**config.mk**
```make
export PLATFORM = sky130hd
export DESIGN_NAME = llc_frame_header_parser_flat
export DESIGN_NICKNAME = d
export VERILOG_FILES = /design/src/rtl/lfhp_pkg.sv /design/src/rtl/lfhp_if.sv /design/src/rtl/llc_frame_header_parser.sv /design/src/rtl/lfhp_decode.sv /design/src/flat_wrapper.sv
export SDC_FILE = /design/constraint.sdc
export NUM_CORES = 1
export LEC_CHECK = 0
export ABC_AREA = 1
export BUFFER_PORTS_ARGS = -buffer_cell sky130_fd_sc_hd__buf_4
export CORE_ASPECT_RATIO = 0.6
export CORE_MARGIN = 8
export CORE_UTILIZATION = 62
export CTS_BUF_LIST = sky130_fd_sc_hd__clkbuf_8
export DETAILED_ROUTE_END_ITERATION = 16
export PLACE_DENSITY = 0.8
export SLEW_MARGIN = 20
export SYNTH_ARGS = -nofsm -noshare
export SYNTH_HDL_FRONTEND = slang
export SYNTH_SLANG_ARGS = --single-unit
```
**constraint.sdc**
```tcl
create_clock -name clock -period 7.7 [get_ports clock]
set_clock_uncertainty 0.1 [all_clocks]
set_input_delay 0 -clock clock [delete_from_list [all_inputs] [get_ports clock]]
set_output_delay 0 -clock clock [all_outputs]
set_load 0.03 [all_outputs]
```
**src/rtl/lfhp_pkg.sv**
```systemverilog
// Shared types and constants for the LLC frame header parser.
`default_nettype none

package lfhp_pkg;

   // Longest frame accepted; anything longer is flagged as too long
   localparam int MAX_FRAME_BYTES = 2048;
   // Octet counter saturates at MAX_FRAME_BYTES + 1
   localparam int COUNT_WIDTH     = $clog2(MAX_FRAME_BYTES + 2);
   // Length arithmetic width: room for the counter and for SACK sizes up to 33
   localparam int CALC_WIDTH      = (COUNT_WIDTH > 7) ? COUNT_WIDTH : 7;
   localparam int HEAD_BYTES      = 5;
   localparam int TAIL_BYTES      = 7;
   localparam int LEN_WIDTH       = 11;
   localparam int SEQ_WIDTH       = 9;

   typedef enum logic [2:0] {
      STATUS_OK         = 3'd0,
      STATUS_SHORT      = 3'd1,
      STATUS_PD_SET     = 3'd2,
      STATUS_RSVD_SAPI  = 3'd3,
      STATUS_BAD_U_FUNC = 3'd4,
      STATUS_SACK_LONG  = 3'd5,
      STATUS_TOO_LONG   = 3'd6
   } lfhp_status_type;

   typedef enum logic [1:0] {
      FMT_I  = 2'd0,
      FMT_S  = 2'd1,
      FMT_UI = 2'd2,
      FMT_U  = 2'd3
   } lfhp_format_type;

   typedef enum logic [3:0] {
      FUNC_SABM = 4'd0,
      FUNC_DISC = 4'd1,
      FUNC_UA   = 4'd2,
      FUNC_DM   = 4'd3,
      FUNC_FRMR = 4'd4,
      FUNC_XID  = 4'd5,
      FUNC_NULL = 4'd6,
      FUNC_UI   = 4'd7,
      FUNC_RR   = 4'd8,
      FUNC_ACK  = 4'd9,
      FUNC_SACK = 4'd10,
      FUNC_RNR  = 4'd11
   } lfhp_function_type;

   // Flag bit positions
   localparam int FLAG_CR  = 0;
   localparam int FLAG_AR  = 1;
   localparam int FLAG_PM  = 2;
   localparam int FLAG_ENC = 3;
   localparam int FLAG_MAC = 4;
   localparam int FLAG_PF  = 5;

   // Collected view of one finished frame
   typedef struct packed {
      logic [COUNT_WIDTH-1:0]       count;
      logic [HEAD_BYTES-1:0][7:0]   head;
      logic [TAIL_BYTES-1:0][7:0]   tail;
   } lfhp_frame_type;

   // Decoded header word
   typedef struct packed {
      lfhp_status_type        status;
      logic [3:0]             sapi;
      lfhp_format_type        frame_format;
      lfhp_function_type      frame_function;
      logic [5:0]             flag_bits;
      logic [SEQ_WIDTH-1:0]   send_seq;
      logic [SEQ_WIDTH-1:0]   recv_seq;
      logic [5:0]             sack_bytes;
      logic [LEN_WIDTH-1:0]   payload_offset;
      logic [LEN_WIDTH-1:0]   payload_length;
      logic [23:0]            fcs_value;
      logic [31:0]            mac_value;
   } lfhp_rsp_type;

endpackage

`default_nettype wire

```
**src/rtl/lfhp_if.sv**
```systemverilog
// Valid/ready channel interfaces for frame octets and decoded header words.
`default_nettype none

interface lfhp_req_if;
   logic       valid;
   logic       ready;
   logic [7:0] frame_byte;
   logic       last_byte;

   modport source (output valid, output frame_byte, output last_byte, input ready);
   modport sink   (input valid, input frame_byte, input last_byte, output ready);
endinterface

interface lfhp_rsp_if;
   logic        valid;
   logic        ready;
   logic [2:0]  status;
   logic [3:0]  sapi;
   logic [1:0]  frame_format;
   logic [3:0]  frame_function;
   logic [5:0]  flag_bits;
   logic [8:0]  send_seq;
   logic [8:0]  recv_seq;
   logic [5:0]  sack_bytes;
   logic [10:0] payload_offset;
   logic [10:0] payload_length;
   logic [23:0] fcs_value;
   logic [31:0] mac_value;

   modport source (output valid, output status, output sapi, output frame_format,
                   output frame_function, output flag_bits, output send_seq,
                   output recv_seq, output sack_bytes, output payload_offset,
                   output payload_length, output fcs_value, output mac_value,
                   input ready);
   modport sink   (input valid, input status, input sapi, input frame_format,
                   input frame_function, input flag_bits, input send_seq,
                   input recv_seq, input sack_bytes, input payload_offset,
                   input payload_length, input fcs_value, input mac_value,
                   output ready);
endinterface

`default_nettype wire

```
**src/rtl/llc_frame_header_parser.sv**
```systemverilog
// Top level of the LLC frame header parser: octet collection and result stages.
`default_nettype none

// Takes an LLC frame one octet per word on req_chan, with last_byte set on the
// final FCS octet, and delivers one decoded header word on rsp_chan per frame.
// Octets are accepted one per cycle with no gaps between frames; a new frame
// may start in the cycle after the last octet of the previous one. The final
// octet's frame is latched into a snapshot register and decoded into the
// output register once that register is free; the output register drives
// rsp_chan. The input stalls only while a finished frame waits in the
// snapshot register because the output word has not been taken.

module llc_frame_header_parser (
   input  logic       clock,
   input  logic       reset,
   lfhp_req_if.sink   req_chan,
   lfhp_rsp_if.source rsp_chan
);
   import lfhp_pkg::*;

   logic [COUNT_WIDTH-1:0]     count_ff, count_in;
   logic [HEAD_BYTES-1:0][7:0] head_ff, head_in;
   logic [TAIL_BYTES-1:0][7:0] tail_ff, tail_in;
   lfhp_frame_type             snap_ff, snap_in;
   logic                       snap_valid_ff, snap_valid_in;
   lfhp_rsp_type               rsp_ff, dec_rsp;
   logic                       rsp_valid_ff, rsp_valid_in;
   logic                       req_fire;
   logic                       rsp_load;

   // Handshake: the decode stage moves when the output register is free
   assign rsp_load       = snap_valid_ff && (!rsp_valid_ff || rsp_chan.ready);
   assign req_chan.ready = !snap_valid_ff || rsp_load;
   assign req_fire       = req_chan.valid && req_chan.ready;

   // Octet collection: count, first five octets, last seven octets
   always_comb begin
      head_in  = head_ff;
      count_in = count_ff;
      for (int i = 0; i < HEAD_BYTES; i++) begin
         if (count_ff == COUNT_WIDTH'(i)) begin
            head_in[i] = req_chan.frame_byte;
         end
      end
      tail_in = {tail_ff[TAIL_BYTES-2:0], req_chan.frame_byte};
      if (count_ff <= COUNT_WIDTH'(MAX_FRAME_BYTES)) begin
         count_in = count_ff + COUNT_WIDTH'(1);
      end
   end

   assign snap_in.count = count_in;
   assign snap_in.head  = head_in;
   assign snap_in.tail  = tail_in;

   always_ff @(posedge clock) begin
      if (reset) begin
         count_ff <= '0;
         head_ff  <= '0;
         tail_ff  <= '0;
      end else if (req_fire) begin
         if (req_chan.last_byte) begin
            count_ff <= '0;
            head_ff  <= '0;
            tail_ff  <= '0;
         end else begin
            count_ff <= count_in;
            head_ff  <= head_in;
            tail_ff  <= tail_in;
         end
      end
   end

   // Snapshot of a finished frame
   assign snap_valid_in = (req_fire && req_chan.last_byte) || (snap_valid_ff && !rsp_load);

   always_ff @(posedge clock) begin
      if (reset) begin
         snap_valid_ff <= 1'b0;
      end else begin
         snap_valid_ff <= snap_valid_in;
      end
   end

   always_ff @(posedge clock) begin
      if (req_fire && req_chan.last_byte) begin
         snap_ff <= snap_in;
      end
   end

   // Header decode
   lfhp_decode u_decode (
      .frame_i (snap_ff),
      .rsp_o   (dec_rsp)
   );

   // Output register
   assign rsp_valid_in = rsp_load || (rsp_valid_ff && !rsp_chan.ready);

   always_ff @(posedge clock) begin
      if (reset) begin
         rsp_valid_ff <= 1'b0;
      end else begin
         rsp_valid_ff <= rsp_valid_in;
      end
   end

   always_ff @(posedge clock) begin
      if (rsp_load) begin
         rsp_ff <= dec_rsp;
      end
   end

   assign rsp_chan.valid          = rsp_valid_ff;
   assign rsp_chan.status         = rsp_ff.status;
   assign rsp_chan.sapi           = rsp_ff.sapi;
   assign rsp_chan.frame_format   = rsp_ff.frame_format;
   assign rsp_chan.frame_function = rsp_ff.frame_function;
   assign rsp_chan.flag_bits      = rsp_ff.flag_bits;
   assign rsp_chan.send_seq       = rsp_ff.send_seq;
   assign rsp_chan.recv_seq       = rsp_ff.recv_seq;
   assign rsp_chan.sack_bytes     = rsp_ff.sack_bytes;
   assign rsp_chan.payload_offset = rsp_ff.payload_offset;
   assign rsp_chan.payload_length = rsp_ff.payload_length;
   assign rsp_chan.fcs_value      = rsp_ff.fcs_value;
   assign rsp_chan.mac_value      = rsp_ff.mac_value;

   // Checks
   a_count_sat: assert property (@(posedge clock) disable iff (reset)
      count_ff <= COUNT_WIDTH'(MAX_FRAME_BYTES + 1))
      else $error("octet counter past saturation");

   a_count_clear: assert property (@(posedge clock) disable iff (reset)
      req_fire && req_chan.last_byte |=> count_ff == '0)
      else $error("counter not cleared after last octet");

   a_snap_src: assert property (@(posedge clock) disable iff (reset)
      $rose(snap_valid_ff) |-> $past(req_fire && req_chan.last_byte))
      else $error("snapshot loaded without a last octet");

   a_err_zero: assert property (@(posedge clock) disable iff (reset)
      rsp_valid_ff && rsp_ff.status != STATUS_OK |->
         rsp_ff.sapi == '0 && rsp_ff.mac_value == '0 && rsp_ff.fcs_value == '0 &&
         rsp_ff.payload_length == '0 && rsp_ff.flag_bits == '0)
      else $error("error word carries nonzero fields");

endmodule

`default_nettype wire

```
**src/rtl/lfhp_decode.sv**
```systemverilog
// Combinational header decoder for one collected LLC frame.
`default_nettype none

module lfhp_decode (
   input  lfhp_pkg::lfhp_frame_type frame_i,
   output lfhp_pkg::lfhp_rsp_type   rsp_o
);
   import lfhp_pkg::*;

   logic [7:0]            addr;
   logic [7:0]            c0, c1, c2, c3;
   logic [CALC_WIDTH-1:0] total;
   logic [CALC_WIDTH-1:0] d0;
   logic [CALC_WIDTH-1:0] d1;
   logic [CALC_WIDTH-1:0] sack_need;
   logic                  rsvd_sapi;
   lfhp_status_type       status;
   lfhp_rsp_type          res;

   assign addr  = frame_i.head[0];
   assign c0    = frame_i.head[1];
   assign c1    = frame_i.head[2];
   assign c2    = frame_i.head[3];
   assign c3    = frame_i.head[4];
   assign total = CALC_WIDTH'(frame_i.count);
   // Octets after the address octet and the three FCS octets
   assign d0    = total - CALC_WIDTH'(4);

   // Reserved SAPI values
   always_comb begin
      unique case (addr[3:0])
         4'd0, 4'd4, 4'd6, 4'd10, 4'd12, 4'd13, 4'd15: rsvd_sapi = 1'b1;
         default:                                       rsvd_sapi = 1'b0;
      endcase
   end

   // I-frame SACK: K octet plus K+1 bitmap octets
   assign sack_need = CALC_WIDTH'({1'b0, c3[4:0]}) + CALC_WIDTH'(2);

   // Main decode
   always_comb begin
      res                  = '0;
      status               = STATUS_OK;
      d1                   = '0;
      res.sapi             = addr[3:0];
      res.fcs_value        = {frame_i.tail[0], frame_i.tail[1], frame_i.tail[2]};
      res.flag_bits[FLAG_PM] = 1'b1;
      res.flag_bits[FLAG_CR] = addr[6];

      priority if (total > CALC_WIDTH'(MAX_FRAME_BYTES)) begin
         status = STATUS_TOO_LONG;
      end else if (total < CALC_WIDTH'(4)) begin
         status = STATUS_SHORT;
      end else if (addr[7]) begin
         status = STATUS_PD_SET;
      end else if (rsvd_sapi) begin
         status = STATUS_RSVD_SAPI;
      end else if (total < CALC_WIDTH'(5)) begin
         status = STATUS_SHORT;
      end else if (!c0[7]) begin
         // I frame
         res.frame_format       = FMT_I;
         res.flag_bits[FLAG_AR] = c0[6];
         res.send_seq           = {c0[4:0], c1[7:4]};
         res.recv_seq           = {c1[2:0], c2[7:2]};
         res.payload_offset     = LEN_WIDTH'(4);
         d1                     = d0 - CALC_WIDTH'(3);
         unique case (c2[1:0])
            2'd0:    res.frame_function = FUNC_RR;
            2'd1:    res.frame_function = FUNC_ACK;
            2'd2:    res.frame_function = FUNC_RNR;
            default: res.frame_function = FUNC_SACK;
         endcase
         if (d0 < CALC_WIDTH'(3)) begin
            status = STATUS_SHORT;
         end else if (c2[1:0] == 2'd3) begin
            if (d1 < sack_need) begin
               status = STATUS_SHORT;
            end else begin
               res.sack_bytes     = {1'b0, c3[4:0]} + 6'd1;
               res.payload_offset = LEN_WIDTH'(CALC_WIDTH'(4) + sack_need);
               res.payload_length = LEN_WIDTH'(d1 - sack_need);
            end
         end else begin
            res.payload_length = LEN_WIDTH'(d1);
         end
      end else if (c0[7:6] == 2'b10) begin
         // S frame
         res.frame_format       = FMT_S;
         res.flag_bits[FLAG_AR] = c0[5];
         res.recv_seq           = {c0[2:0], c1[7:2]};
         d1                     = d0 - CALC_WIDTH'(2);
         unique case (c1[1:0])
            2'd0:    res.frame_function = FUNC_RR;
            2'd1:    res.frame_function = FUNC_ACK;
            2'd2:    res.frame_function = FUNC_RNR;
            default: res.frame_function = FUNC_SACK;
         endcase
         if (d0 < CALC_WIDTH'(2)) begin
            status = STATUS_SHORT;
         end else if (c1[1:0] == 2'd3) begin
            if (d1 < CALC_WIDTH'(1)) begin
               status = STATUS_SHORT;
            end else if (d1 > CALC_WIDTH'(32)) begin
               status = STATUS_SACK_LONG;
            end else begin
               res.sack_bytes = d1[5:0];
            end
         end
      end else if (c0[7:5] == 3'b110) begin
         // UI frame
         res.frame_format        = FMT_UI;
         res.frame_function      = FUNC_UI;
         res.send_seq            = {c0[2:0], c1[7:2]};
         res.payload_offset      = LEN_WIDTH'(3);
         res.flag_bits[FLAG_ENC] = c1[1];
         res.flag_bits[FLAG_PM]  = c1[0];
         d1                      = d0 - CALC_WIDTH'(2);
         if (d0 < CALC_WIDTH'(2)) begin
            status = STATUS_SHORT;
         end else if (c0[4]) begin
            if (d1 < CALC_WIDTH'(4)) begin
               status = STATUS_SHORT;
            end else begin
               res.flag_bits[FLAG_MAC] = 1'b1;
               res.mac_value = {frame_i.tail[3], frame_i.tail[4],
                                frame_i.tail[5], frame_i.tail[6]};
               res.payload_length = LEN_WIDTH'(d1 - CALC_WIDTH'(4));
            end
         end else begin
            res.payload_length = LEN_WIDTH'(d1);
         end
      end else begin
         // U frame; only XID carries an information field
         res.frame_format       = FMT_U;
         res.flag_bits[FLAG_PF] = c0[4];
         d1                     = d0 - CALC_WIDTH'(1);
         unique case (c0[3:0])
            4'h0:    res.frame_function = FUNC_NULL;
            4'h1:    res.frame_function = FUNC_DM;
            4'h4:    res.frame_function = FUNC_DISC;
            4'h6:    res.frame_function = FUNC_UA;
            4'h7:    res.frame_function = FUNC_SABM;
            4'h8:    res.frame_function = FUNC_FRMR;
            4'hb: begin
               res.frame_function = FUNC_XID;
               res.payload_offset = LEN_WIDTH'(2);
               res.payload_length = LEN_WIDTH'(d1);
            end
            default: status = STATUS_BAD_U_FUNC;
         endcase
      end

      // Errors carry status only
      if (status != STATUS_OK) begin
         res = '0;
      end
      res.status = status;
      rsp_o      = res;
   end

endmodule

`default_nettype wire

```
**src/flat_wrapper.sv**
```systemverilog
// flat-port wrapper written by rule: the top's interface ports become plain ports
module llc_frame_header_parser_flat import lfhp_pkg::*;
  (clock, reset, req_chan_valid, req_chan_frame_byte, req_chan_last_byte, req_chan_ready, rsp_chan_valid, rsp_chan_status, rsp_chan_sapi, rsp_chan_frame_format, rsp_chan_frame_function, rsp_chan_flag_bits, rsp_chan_send_seq, rsp_chan_recv_seq, rsp_chan_sack_bytes, rsp_chan_payload_offset, rsp_chan_payload_length, rsp_chan_fcs_value, rsp_chan_mac_value, rsp_chan_ready);
  lfhp_req_if req_chan_i ();
  lfhp_rsp_if rsp_chan_i ();
  input  logic clock;
  input  logic reset;
  input wire logic [$bits(req_chan_i.valid)-1:0] req_chan_valid;
  input wire logic [$bits(req_chan_i.frame_byte)-1:0] req_chan_frame_byte;
  input wire logic [$bits(req_chan_i.last_byte)-1:0] req_chan_last_byte;
  output wire logic [$bits(req_chan_i.ready)-1:0] req_chan_ready;
  output wire logic [$bits(rsp_chan_i.valid)-1:0] rsp_chan_valid;
  output wire logic [$bits(rsp_chan_i.status)-1:0] rsp_chan_status;
  output wire logic [$bits(rsp_chan_i.sapi)-1:0] rsp_chan_sapi;
  output wire logic [$bits(rsp_chan_i.frame_format)-1:0] rsp_chan_frame_format;
  output wire logic [$bits(rsp_chan_i.frame_function)-1:0] rsp_chan_frame_function;
  output wire logic [$bits(rsp_chan_i.flag_bits)-1:0] rsp_chan_flag_bits;
  output wire logic [$bits(rsp_chan_i.send_seq)-1:0] rsp_chan_send_seq;
  output wire logic [$bits(rsp_chan_i.recv_seq)-1:0] rsp_chan_recv_seq;
  output wire logic [$bits(rsp_chan_i.sack_bytes)-1:0] rsp_chan_sack_bytes;
  output wire logic [$bits(rsp_chan_i.payload_offset)-1:0] rsp_chan_payload_offset;
  output wire logic [$bits(rsp_chan_i.payload_length)-1:0] rsp_chan_payload_length;
  output wire logic [$bits(rsp_chan_i.fcs_value)-1:0] rsp_chan_fcs_value;
  output wire logic [$bits(rsp_chan_i.mac_value)-1:0] rsp_chan_mac_value;
  input wire logic [$bits(rsp_chan_i.ready)-1:0] rsp_chan_ready;
  assign req_chan_i.valid = req_chan_valid;
  assign req_chan_i.frame_byte = req_chan_frame_byte;
  assign req_chan_i.last_byte = req_chan_last_byte;
  assign req_chan_ready = req_chan_i.ready;
  assign rsp_chan_valid = rsp_chan_i.valid;
  assign rsp_chan_status = rsp_chan_i.status;
  assign rsp_chan_sapi = rsp_chan_i.sapi;
  assign rsp_chan_frame_format = rsp_chan_i.frame_format;
  assign rsp_chan_frame_function = rsp_chan_i.frame_function;
  assign rsp_chan_flag_bits = rsp_chan_i.flag_bits;
  assign rsp_chan_send_seq = rsp_chan_i.send_seq;
  assign rsp_chan_recv_seq = rsp_chan_i.recv_seq;
  assign rsp_chan_sack_bytes = rsp_chan_i.sack_bytes;
  assign rsp_chan_payload_offset = rsp_chan_i.payload_offset;
  assign rsp_chan_payload_length = rsp_chan_i.payload_length;
  assign rsp_chan_fcs_value = rsp_chan_i.fcs_value;
  assign rsp_chan_mac_value = rsp_chan_i.mac_value;
  assign rsp_chan_i.ready = rsp_chan_ready;
  llc_frame_header_parser u_core (.clock(clock), .reset(reset), .req_chan(req_chan_i), .rsp_chan(rsp_chan_i));
endmodule
```
; Word-level counts from Yosys, hierarchy flattened
; Index checks and enable logic that the tools add are counted.
[word_totals]
inputBits = 13
output_inout_bits = 123
wordCells = 183
regBits = 328
[classes]
eq_ne = 24
muxes = 64
reduce_logical = 28
bitwise_logic = 3
magnitude_cmp = 10
add_sub_neg = 10
[op_table]
columns = operator, count
row1 = $mux 28, 2
row2 = $mux 48, 1
row3 = $mux 46, 1
row4 = $mux 11, 4
row5 = $mux 40, 1
row6 = $mux 8, 5
row7 = $mux 13, 3
row8 = $mux 3, 13
row9 = $lt 12x3->1 const B, 3
row10 = $eq 12x2->1 const B, 2
row11 = $eq 4x4->1 const B, 6
row12 = $lt 12x2->1 const B, 2
row13 = $mux 12, 2
row14 = $mux 6, 4
row15 = $sub 12x2->12 const B, 2
row16 = $reduce_or 7->1, 3
row17 = $eq 4x3->1 const B, 5
row18 = $mux 9, 2
row19 = $pmux 3 s6, 1
row20 = $reduce_or 9->1, 2
row21 = $mux 17, 1
row22 = $mux 15, 1
row23 = $mux 1, 13
row24 = $add 12x1->12 const B, 1
row25 = 34 further kinds, 59

; Longest topological paths before layout
[depth]
word_depth = 16
depth_mapped = 22

; Modules after synthesis
; From an unflattened synthesis, not the netlist that was laid out.
[hier_totals]
cells_unflattened = 1713
area_unflattened_um2 = 15859.0
[by_module_without_submodules]
columns = module, seq_area_each_um2, area_per_inst_um2, instances, cells_each
row1 = llc_frame_header_parser, 8918.6, 11642.4, 1, 939
row2 = lfhp_decode, 0.0, 4216.5, 1, 774

; Worst setup path after synthesis
; OpenSTA, ideal clock, no wires.
[synth_timing]
path_kind = reg2reg
from = reg u_core.rsp_valid_ff (netlist: u_core.rsp_chan.valid)
to = reg u_core.rsp_ff, in the netlist u_core.rsp_chan.fcs_value[0] (enable)
t_arrival_ns = 6.121
path_stages_with_launch = 2
n_path_buf = 0
slack_ns = 0.848
t_required_ns = 6.968
synth_period_minus_slack_ns = 6.852
setup_time_ns = 0.632
path_cell_list = dfxtp_1 -> a21oi_1
[synth_via]
elab_chain_cells = 3
[synth_rtl]
columns = item, line_no
row1 = from (decl), llc_frame_header_parser.sv:27  ; logic rsp_valid_ff, rsp_valid_in;
row2 = from (signal assigned), llc_frame_header_parser.sv:103  ; rsp_valid_ff <= rsp_valid_in;
row3 = $logic_not 1->1, llc_frame_header_parser.sv:32  ; assign rsp_load = snap_valid_ff && (!rsp_valid_ff || rsp_chan.ready);
row4 = $logic_or 1x1->1, llc_frame_header_parser.sv:32
row5 = $logic_and 1x1->1, llc_frame_header_parser.sv:32
row6 = named net u_core.rsp_load, llc_frame_header_parser.sv:29  ; logic rsp_load;
row7 = to (signal assigned), llc_frame_header_parser.sv:109  ; rsp_ff <= dec_rsp;
row8 = to (decl), llc_frame_header_parser.sv:26  ; lfhp_rsp_type rsp_ff, dec_rsp;
; The timed path passes the listed nets, and every way through them passes these cells.
; A chain may end at the register's enable or synchronous reset.

; Final worst setup path
[layout_timing]
from = reg u_core.snap_ff[98] in the netlist's numbering
to = reg u_core.rsp_ff, in the netlist u_core.rsp_chan.payload_offset[0], data pin
[layout_via]
elab_chain_cells = 16
elab_cells_between_ends = 36
[layout_rtl]
columns = item, line_no
row1 = from (decl), llc_frame_header_parser.sv:24  ; lfhp_frame_type snap_ff, snap_in;
row2 = from (signal assigned), llc_frame_header_parser.sv:86  ; snap_ff <= snap_in;
row3 = $sub 12x3->12, lfhp_decode.sv:27  ; assign d0 = total - CALC_WIDTH'(4);
row4 = $sub 12x2->12, "lfhp_decode.sv:92, lfhp_decode.sv:118"
row5 = $lt 12x3->1 or $gt 12x6->1 (tied branches), "lfhp_decode.sv:122, lfhp_decode.sv:104"
row6 = $mux 1 or $mux 3 (tied branches), "lfhp_decode.sv:122, lfhp_decode.sv:104"
row7 = $mux 1 or $mux 3 (tied branches), "lfhp_decode.sv:121, lfhp_decode.sv:102"
row8 = $mux 1 or $mux 3 (tied branches), "lfhp_decode.sv:119, lfhp_decode.sv:101"
row9 = "$mux 3, on equally long branches", "lfhp_decode.sv:110, lfhp_decode.sv:99"
row10 = $mux 3, lfhp_decode.sv:87  ; end else if (c0[7:6] == 2'b10) begin
row11 = $mux 3, lfhp_decode.sv:60  ; end else if (!c0[7]) begin
row12 = $mux 3, lfhp_decode.sv:58  ; end else if (total < CALC_WIDTH'(5)) begin
row13 = $mux 3, lfhp_decode.sv:56  ; end else if (rsvd_sapi) begin
row14 = $mux 3, lfhp_decode.sv:54  ; end else if (addr[7]) begin
row15 = $mux 3, lfhp_decode.sv:52  ; end else if (total < CALC_WIDTH'(4)) begin
row16 = $mux 3, lfhp_decode.sv:50  ; priority if (total > CALC_WIDTH'(MAX_FRAME_BYTES)) begin
row17 = $reduce_bool 3->1, lfhp_decode.sv:155  ; if (status != STATUS_OK) begin
row18 = $reduce_or 6->1 (no line), -
; Parallel ways exist; a longest one is shown, timed or not.

==> key figures <==
Cells and area
  • FILL cells: 1691
  • Share of cells above drive strength 1: 14.22%
  • Most frequent cells in the layout: 389 x nand2_1, 220 x edfxtp_1, 191 x inv_1
  • # nets final: 1716
  • Area grow syn2layout: 15.38%
  • Design area: 16500 um2
  • # diodes: 0
  • Final Util: 72.15%
  • Most common cell after layout, fill and taps aside: nand2_1

Timing
  • Slew @ Worst Pin: 1.094 ns
  • Max Transition Viols Final: 0
  • Final cycle utilization of the critical path: 62.41%
  • Setup ws final: 2.895 ns
  • # setup viols final: 0
  • Worst rel slew slack: 27.06%
  • Achievable Freq: 208.1 MHz
  • Unrepaired setup endpoints after global routing: false
  • Tmin final: 4.805 ns
  • Final TNS setup: 0 ns
  • Hold Vio Cnt, Final: 0

Die
  • Initial Utilization: 62.53%
  • Die H: 133.6 um
  • Row count: 43
  • Area of the die: 28340 um2
  • CORE AREA: 22870 um2
  • Die Width: 212.0 um
  • # IOs: 136

Synthesis
  • Ys async rst share: 0%
  • Sequential element share of the synthesized area: 59.79%
  • Yosys warns: 0
  • Cells after synthesis: 1532
  • Top cell type by total area after synthesis: edfxtp_1
  • Count of different cell masters after synthesis: 49
  • Mean Syn Cell Area: 9.333 um2
  • EDFF count, synth: 220
  • Main area contributors after synthesis: edfxtp_1 46%, dfxtp_1 14%, nand2_1 10%
  • FF+latch count, synth: 317
  • Post-synth top flop: edfxtp_1
  • Mapped Area: 14300 um2
  • Top cell type's share of synthesized area: 46.21%

Clock network
  • Latest clock arrival within the worst-skew pair: 0.58 ns
  • CTS Buf Count: 44
  • Clock-pin slew on the worst setup and hold paths: 0.07 ns
  • CTS resizes: 0
  • # Post-CTS Setup Buffers: 0
  • CTS H-tree lvls: 2
  • Total clock sinks: 317
  • CTS tree: built
  • Post-CTS Hold Fix Bufs: 11
  • CTS max path bufs: 3
  • Clk root buf: clkbuf_8

GRT
  • GRT overflow: 0
  • Global-route wire length before repair: 59490 um
  • Pin count of the biggest net entering global routing: 98
  • Vias in the first global route: 10540
  • Initial antenna violation count: 0
  • Global-route usage over all layers: 27.10%

Drt
  • Drt initial violations: 1274
  • Wire per inst: 19.29 um
  • First-pass DRT Iterations: 6
  • Post-route ant nets: 0
  • Drt total wl: 39050 um
  • Via Count: 11440
  • Routed vias/inst: 5.654
  • Drt drc: 0

Pwr
  • Power per cell area: 209.9 nW/um2
  • Peak supply drop: 0.1509 mV
  • Int Pwr: 2.577 mW
  • P_sw: 886.7 uW
  • Seq pwr share: 54.6%
  • Pleak: 6.501 nW
  • Clk network pwr share: 36.9%
  • Switch share: 25.60%
  • Combinational share of power: 8.5%
  • Overall power: 3.463 mW

Worst setup path
  • Critical path data arrival time: 5.00 ns
  • Data required, critical path: 7.89 ns
  • CP max stage delay: 0.55 ns
  • Crit path from: u_core.snap_ff[98]
  • Reg2reg start: u_core.snap_ff[98]
  • Critical-path top delay cell: buf_4
  • Crit-path cells: inv_2 -> ha_1 -> nand2_1 -> nand2_4 -> inv_1 -> nand3_1 -> xor2_1 -> ha_1 -> a21oi_1 -> nand3_1 -> nor2_1 -> nand4_1 -> nand2_1 -> nand2_1 -> nand3_2 -> a21oi_4 -> nand2_2 -> buf_4 -> a21oi_1
  • Endpoint type of the worst setup path: flop
  • Startpoint types: flop
  • Most used cell, CP: nand2_1
  • Worst-path maximum fanout: 54
  • Crit Path Category: flop to flop

Placement
  • Dpl hpwl: 27380 um
  • Placed cell areas: 15530 um2
  • Place WS: 3.009 ns
  • PortBufs: 131
  • Routability Congestion: 0.9808

Worst hold path
  • Min-delay src: req_chan_frame_byte[3]
  • HP Class: input port to flop

Outcome
  • Status: finished clean

Job
  • Max Cap Violations: 0
-- area by class of cell --
type | instances | area [um2] | area share, %
timing repair buffer | 151 | 1161 | 7.038
sequential | 317 | 8548 | 51.82
multi-input combinational | 981 | 4873 | 29.54
tap | 315 | 394.1 | 2.389
inverter | 178 | 668.1 | 4.050
clock inverter | 35 | 205.2 | 1.244
clock buffer | 47 | 646.9 | 3.921
-- worst max-delay path: cells and delay by family (launching register included) --
kind            cells  cell delay [ns]
fa+ha+maj           2             0.67
compound gates      3             0.48
xor+xnor            1             0.36
simple gates       10             1.54
buf+inv             3             0.82
flops               1             0.53
-- power by group through the flow --
stage / logic [mW] / clock network (mW) / registers [mW]
global route: 0.318 / 1.36 / 1.89
finish: 0.294 / 1.28 / 1.89
floorplan: 0.157 / 0 / 1.96
CTS: 0.289 / 1.29 / 1.89
detailed placement: 0.282 / 0 / 1.92
global placement: 0.281 / 0 / 1.92
-- Yosys cell counts, types with 7 or more instances --
library cell,instances
dfxtp_1,97
nand2_2,8
nand2_1,390
xor2_1,28
buf_2,10
nor3_1,22
nor2_2,15
ha_1,29
xnor2_1,7
clkbuf_1,38
inv_1,174
nor2_1,145
a21oi_1,150
nand3_1,52
o21ai_0,51
edfxtp_1,220
nand4_1,19
-- layer usage --
layer  part of all wire, %  GRT usage (%)
met1                    46          41.86
met2                    40          35.74
met3                    14          9.524
met4                   1.2          5.654
met5                     0              0
-- final timing paths --
check	end	slack, ns	cells past startpoint
worst max register to register	u_core.rsp_chan.payload_offset[0]	2.89	19
worst min-delay path	u_core.snap_ff[3]	0.07	2
worst max-delay path	u_core.rsp_chan.payload_offset[0]	2.89	19
worst min register to register	u_core.snap_ff[55]	0.34	0
-- per-stage QoR --
step                      hold slack [ns]  instances
after floorplan                 -0.001131       1535
after global placement             0.1019       1931
after detailed placement           0.1033       1931
after CTS                         0.03834       2024
after global routing              0.05524       2024
final                             0.07159       2024
-- flip-flops by register name (all words and copies together) (netlist names) --
signal / count
u_core.snap_ff: 103
u_core.snap_in: 48
u_core.head_ff: 35
u_core.rsp_chan.mac_value: 32
u_core.rsp_chan.fcs_value: 24
u_core.count_ff: 12
u_core.rsp_chan.payload_length: 11
u_core.rsp_chan.recv_seq: 9
u_core.rsp_chan.send_seq: 9
u_core.rsp_chan.payload_offset: 7
u_core.rsp_chan.flag_bits: 6
u_core.rsp_chan.sack_bytes: 6
u_core.rsp_chan.frame_function: 4
u_core.rsp_chan.sapi: 4
u_core.rsp_chan.status: 3
u_core.rsp_chan.frame_format: 2
u_core.rsp_chan.valid: 1
u_core.snap_valid_ff: 1
-- logic make-up after synthesis --
| family | count (synthesis) | synth area share (%) |
|---|---|---|
| flops | 317 | 59.79 |
| fa+ha+maj | 30 | 2.678 |
| other cells | 1 | 0.02623 |
| compound gates | 234 | 8.795 |
| xor+xnor | 36 | 2.258 |
| simple gates | 677 | 20.01 |
| buf+inv | 237 | 6.441 |
Note: power is estimated with default switching activity, not from simulation.
